[src/design/scb_pkg.sv]
// Shared types and constants for the spatial cell-list binning block.
// Holds the cell-memory entry layout, the controller state type, the
// command/status structs and the configuration register codes.
`default_nettype none

package scb_pkg;

    localparam int CELLS_Y     = 14;
    localparam int CELLS_Z     = 14;
    localparam int NODES       = 1024;

    localparam int CELL_AW     = 12;
    localparam int CELL_DEPTH  = 1 << CELL_AW;
    localparam int NODE_W      = 10;
    localparam int POP_W       = 11;
    localparam int POS_W       = 32;
    localparam int INV_W       = 32;
    localparam int DIFF_W      = POS_W + 1;
    localparam int NAT_W       = 4;
    localparam int NAT_PACK_W  = 3 * NAT_W;
    localparam int AIDX_W      = NAT_W + 1;
    localparam int CFG_IDX_W   = 3;
    localparam int CFG_DATA_W  = 32;
    localparam int POP_SAT     = (NODES > 2047) ? 2047 : NODES;
    localparam int PLANE_STEP  = CELLS_Y + 2;
    localparam int ROW_STEP    = CELLS_Z + 2;

    localparam int IN_BITS     = NODE_W + 3 * POS_W;
    localparam int S_TDATA_W   = ((IN_BITS + 7) / 8) * 8;
    localparam int OUT_BITS    = CELL_AW + NODE_W + POP_W;
    localparam int M_TDATA_W   = ((OUT_BITS + 7) / 8) * 8;

    localparam logic [POS_W-1:0]      ORIGIN_RESET   = '0;
    localparam logic [INV_W-1:0]      INV_RESET      = INV_W'(65536);
    localparam logic [NAT_PACK_W-1:0] NAT_LOW_RESET  = '0;
    localparam logic [NAT_PACK_W-1:0] NAT_HIGH_RESET = NAT_PACK_W'(3549);

    typedef enum logic [CFG_IDX_W-1:0] {
        CFG_ORIGIN_X    = 3'd0,
        CFG_ORIGIN_Y    = 3'd1,
        CFG_ORIGIN_Z    = 3'd2,
        CFG_INV_CELL_X  = 3'd3,
        CFG_INV_CELL_Y  = 3'd4,
        CFG_INV_CELL_Z  = 3'd5,
        CFG_NATIVE_LOW  = 3'd6,
        CFG_NATIVE_HIGH = 3'd7
    } cfg_reg_t;

    typedef enum logic [3:0] {
        ST_CLEAR,
        ST_IDLE,
        ST_DIFF,
        ST_MAG,
        ST_MUL,
        ST_CLAMP,
        ST_LIN,
        ST_READ,
        ST_UPDATE
    } state_t;

    typedef struct packed {
        logic [NODE_W-1:0] head;
        logic [POP_W-1:0]  pop;
    } cell_entry_t;

    typedef struct packed {
        logic in_load;
        logic clr_wr;
        logic cell_wr;
    } dp_cmd_t;

    typedef struct packed {
        logic is_insert;
        logic clr_last;
        logic out_busy;
    } dp_stat_t;

endpackage

`default_nettype wire

[src/design/scb_ctrl.sv]
// Controller state machine that sequences the clearing sweep and the
// steps of one insert through the datapath. Uses scb_pkg.
`default_nettype none

module scb_ctrl
    import scb_pkg::*;
(
    input  wire logic     aclk,
    input  wire logic     aresetn,
    input  wire logic     s_tvalid,
    output logic          s_tready,
    input  wire dp_stat_t stat,
    output dp_cmd_t       cmd
);

    state_t state_reg;
    state_t state_next;

    always_ff @(posedge aclk) begin
        if (!aresetn) begin
            state_reg <= ST_CLEAR;
        end else begin
            state_reg <= state_next;
        end
    end

    always_comb begin
        state_next = state_reg;
        unique case (state_reg)
            ST_CLEAR: begin
                if (stat.clr_last) begin
                    state_next = ST_IDLE;
                end
            end
            ST_IDLE: begin
                if (s_tvalid) begin
                    state_next = ST_DIFF;
                end
            end
            ST_DIFF: begin
                state_next = stat.is_insert ? ST_MAG : ST_CLEAR;
            end
            ST_MAG:   state_next = ST_MUL;
            ST_MUL:   state_next = ST_CLAMP;
            ST_CLAMP: state_next = ST_LIN;
            ST_LIN:   state_next = ST_READ;
            ST_READ:  state_next = ST_UPDATE;
            ST_UPDATE: begin
                if (!stat.out_busy) begin
                    state_next = ST_IDLE;
                end
            end
            default: state_next = ST_CLEAR;
        endcase
    end

    always_comb begin
        s_tready    = (state_reg == ST_IDLE);
        cmd.in_load = (state_reg == ST_IDLE) && s_tvalid;
        cmd.clr_wr  = (state_reg == ST_CLEAR);
        cmd.cell_wr = (state_reg == ST_UPDATE) && !stat.out_busy;
    end

endmodule

`default_nettype wire

[config.mk]
export PLATFORM = sky130hd
export DESIGN_NAME = scb_ctrl
export DESIGN_NICKNAME = d
export VERILOG_FILES = /design/src/design/scb_pkg.sv /design/src/design/scb_ctrl.sv
export SDC_FILE = /design/constraint.sdc
export NUM_CORES = 1
export LEC_CHECK = 0
export BUFFER_PORTS_ARGS = -buffer_cell sky130_fd_sc_hd__buf_2
export CORE_AREA = 2 2 39 41
export DETAILED_ROUTE_END_ITERATION = 7
export DIE_AREA = 0 0 41 43
export SYNTH_ARGS = -nofsm -noshare
export SYNTH_HDL_FRONTEND = slang
export SYNTH_SLANG_ARGS = --single-unit
[constraint.sdc]
create_clock -name aclk -period 3.8 [get_ports aclk]
set_input_delay 0.76 -clock aclk [delete_from_list [all_inputs] [get_ports aclk]]
set_output_delay 0.76 -clock aclk [all_outputs]
set_load 0.01 [all_outputs]
==> results.py <==
metrics = {
    "clock_tree": {
        "worstSkewPairLatency_ns": 0.23,
        "numCtsBuffers": 3,
        "clock_tree.root_cell": "sky130_fd_sc_hd__clkbuf_4",
        "path_clk_slew_ns": 0.04,
        "ctsResizeCount": 0,
        "maximum_count_of_clock_buffers_along_a_single_path": 2,
        "h-tree-depth": 1,
        "postCtsHoldBufs": 0,
        "cts_setup_buffers": 0,
        "cts_sinks": 4,
        "tritoncts": "built",
    },
    "timing": {
        "grt_setup_unrepaired": "false",
        "min_period_ns": 2.01,
        "setup_viol": 0,
        "hold_viol_final": 0,
        "fin_hold_ws_ns": 0.615,
        "worst-slew-pin-transition_ns": 0.331,
        "max_freq_mhz": 498,
        "setup_ws_ns": 1.79,
        "worst_clock_skew_ns": 0.000354,
        "slew-limit-headroom_pct": 77.9,
        "finalMaxSlewViolations": 0,
        "period_share_pct": 52.8,
        "timing.setup.tns_ns": 0,
    },
    "power_and_ir_drop": {
        "peakVddDrop_uv": 99.5,
        "clock_power_share_pct": 40.7,
        "total_switching_power_w": 0.0000339,
        "power.density_cell_area_mw_per_mm2": 371,
        "power.sequential.fraction_pct": 39.7,
        "sw_frac_of_total_pct": 26.4,
        "cellLeakagePower_nw": 0.142,
        "combinationalPowerShare_pct": 19.6,
        "p_int_w": 0.0000946,
    },
    "critical_path": {
        "timing.critical_path.fanout_max": 8,
        "crit_buf_inv": 1,
        "start_kind": "flip-flop",
        "cp.arrival_ns": 1.25,
        "kind_of_critical_path": "reg -> out",
        "timing.critical_path.to_type": "primary output",
        "slowest_stage_cell_on_the_critical_path": "sky130_fd_sc_hd__dfxtp_1",
        "cp_cell_sequence": "nor3_1 > and3_2 > buf_2",
        "critical_path_required_ns": 3.04,
        "critical_path.top_delay_family": "simple AND/OR/NAND/NOR gates",
        "regToRegSetupSlack_ns": 2.52,
        "worst_path_largest_cell_delay_ns": 0.39,
    },
    "drt": {
        "drc_errors": 0,
        "wl_um": 607,
        "routedWlPerCell_um": 10.5,
        "drtIter0Drc": 1,
        "vias": 273,
        "vias_cell": 4.71,
        "firstDrtPassIters": 4,
        "remaining_number_of_nets_flagged_by_the_antenna_check_after_routing": 0,
    },
    "grt": {
        "total_routing_usage_reported_by_global_routing_pct": 9.85,
        "grt.overflow.total": 0,
        "grt_max_degree": 11,
        "antenna_found_initial": 0,
        "wire_length_of_the_first_global_routing_pass_um": 1150,
        "grt_pass1_vias": 270,
    },
    "yosys": {
        "synth.yosys.seq_area_share_pct": 28.6,
        "synth.cell_area_sq_um": 280,
        "synthCells": 33,
        "synth.net_count": 39,
        "synth_top_area_share_pct": 28.6,
        "synth.ff_latch_count": 4,
        "netlist-cell-type-count": 23,
        "synth_largest_area_cell": "sky130_fd_sc_hd__dfxtp_1",
        "ys.warnings.count": 0,
        "syn_avg_cell_area_sq_um": 8.49,
        "netlist_top_cells_area": "sky130_fd_sc_hd__dfxtp_1, sky130_fd_sc_hd__nor4_1, sky130_fd_sc_hd__o21ai_0",
    },
    "job": {
        "timing.max_cap.violations": 0,
    },
    "placement": {
        "place.port_buffers": 9,
        "place_hpwl_um": 448,
        "pre_cts_slack_ns": 1.79,
        "routabilityCongestion": 0.766,
    },
    "outcome": {
        "outcome": "finished, final reports clean",
    },
    "cells_and_area": {
        "largest_register_ff_count": 4,
        "final_common_cell": "sky130_fd_sc_hd__buf_2",
        "layout_common_cells": "sky130_fd_sc_hd__buf_2, sky130_fd_sc_hd__dfxtp_1, sky130_fd_sc_hd__nor4_1, sky130_fd_sc_hd__o21ai_0, sky130_fd_sc_hd__clkbuf_4",
        "final_core_util_pct": 25.0,
        "drive_gt1_share_pct": 35.7,
        "syn_to_final_growth_pct": 23.7,
        "final_net_count": 50,
        "antenna_cells_inserted": 0,
    },
    "floorplan": {
        "io_count": 10,
        "floorplan.die.width_um": 41,
        "floorplan.die_area_sq_mm": 0.00176,
        "chipHeight_um": 43,
        "initial_utilization_pct": 20.3,
        "design.core.area_sq_mm": 0.00138,
        "std_cell_rows": 14,
    },
    "min_path": {
        "hp-class": "reg -> reg",
    },
}
==> per-layer routing <==
layer,track usage [%],wire length [um],part of all wire (%)
met1,12.3,271,45
met2,12.8,291,48
met3,5.24,43,7.1
met4,6.00,0,0
met5,0,0,0
==> logic make-up (layout without fill, tap and decap cells) <==
family / Yosys count / after routing / synth area share (%)
compound gates: 5 / 5 / 10.7
buf+inv: 3 / 12 / 7.59
mux: 2 / 2 / 7.59
simple gates: 18 / 18 / 42.4
xor+xnor: 1 / 1 / 3.13
flops: 4 / 4 / 28.6
==> through the flow <==
step	std cells	cell area, sq um	power (W)
2_1_floorplan	33	280	0.0000703
3_3_place_gp	55	324	0.0000770
3_5_place_dp	55	324	0.0000773
4_1_cts	58	347	0.000132
5_1_grt	58	347	0.000138
6_report	58	347	0.000129
==> power groups by stage <==
stage	registers (W)	clock network [W]	logic, W
6_report	0.0000510	0.0000523	0.0000252
5_1_grt	0.0000519	0.0000579	0.0000285
4_1_cts	0.0000509	0.0000558	0.0000257
3_5_place_dp	0.0000518	0	0.0000255
3_3_place_gp	0.0000517	0	0.0000254
2_1_floorplan	0.0000460	0	0.0000243
==> cell usage after synthesis <==
cell type and number:
sky130_fd_sc_hd__nand4b_1 1, sky130_fd_sc_hd__a21boi_1 1, sky130_fd_sc_hd__nor3_1 1, sky130_fd_sc_hd__nand2b_1 1
sky130_fd_sc_hd__buf_2 2, sky130_fd_sc_hd__nand3_1 1, sky130_fd_sc_hd__o21ai_0 3, sky130_fd_sc_hd__nor3b_1 1
sky130_fd_sc_hd__nor2_1 2, sky130_fd_sc_hd__nand2_1 2, sky130_fd_sc_hd__and3_2 1, sky130_fd_sc_hd__or4b_1 1
sky130_fd_sc_hd__buf_6 1, sky130_fd_sc_hd__dfxtp_1 4, sky130_fd_sc_hd__nand2b_4 1, sky130_fd_sc_hd__and2_1 1
sky130_fd_sc_hd__a211oi_1 1, sky130_fd_sc_hd__mux2_2 1, sky130_fd_sc_hd__nor4_1 3, sky130_fd_sc_hd__xor2_1 1
sky130_fd_sc_hd__nand3b_1 1, sky130_fd_sc_hd__and2b_1 1, sky130_fd_sc_hd__mux2i_1 1
==> path summary, 6_finish.rpt <==
| check | from | end | cells after the start |
|---|---|---|---|
| setup / recovery | state_reg[3] | cmd[2] | 3 |
| hold / removal | state_reg[1] | state_reg[3] | 2 |
| setup reg to reg | state_reg[0] | state_reg[3] | 3 |
| hold reg to reg | state_reg[1] | state_reg[3] | 2 |
==> final cells by class <==
type                    instances  area [sq um]
clock buffers                   3          22.5
fillers                       161          1040
multi-input cells              26           179
flip-flops and latches          4          80.1
well taps                      16          20.0
repair buffers                  9          45.0
==> worst reg2reg max path, cell delays in order, from the launching register on <==
cell and delay [ns]:
sky130_fd_sc_hd__dfxtp_1 0.39, sky130_fd_sc_hd__nand2b_4 0.18, sky130_fd_sc_hd__or4b_1 0.51, sky130_fd_sc_hd__a21boi_1 0.13
Note: power is estimated with default switching activity, not from simulation.
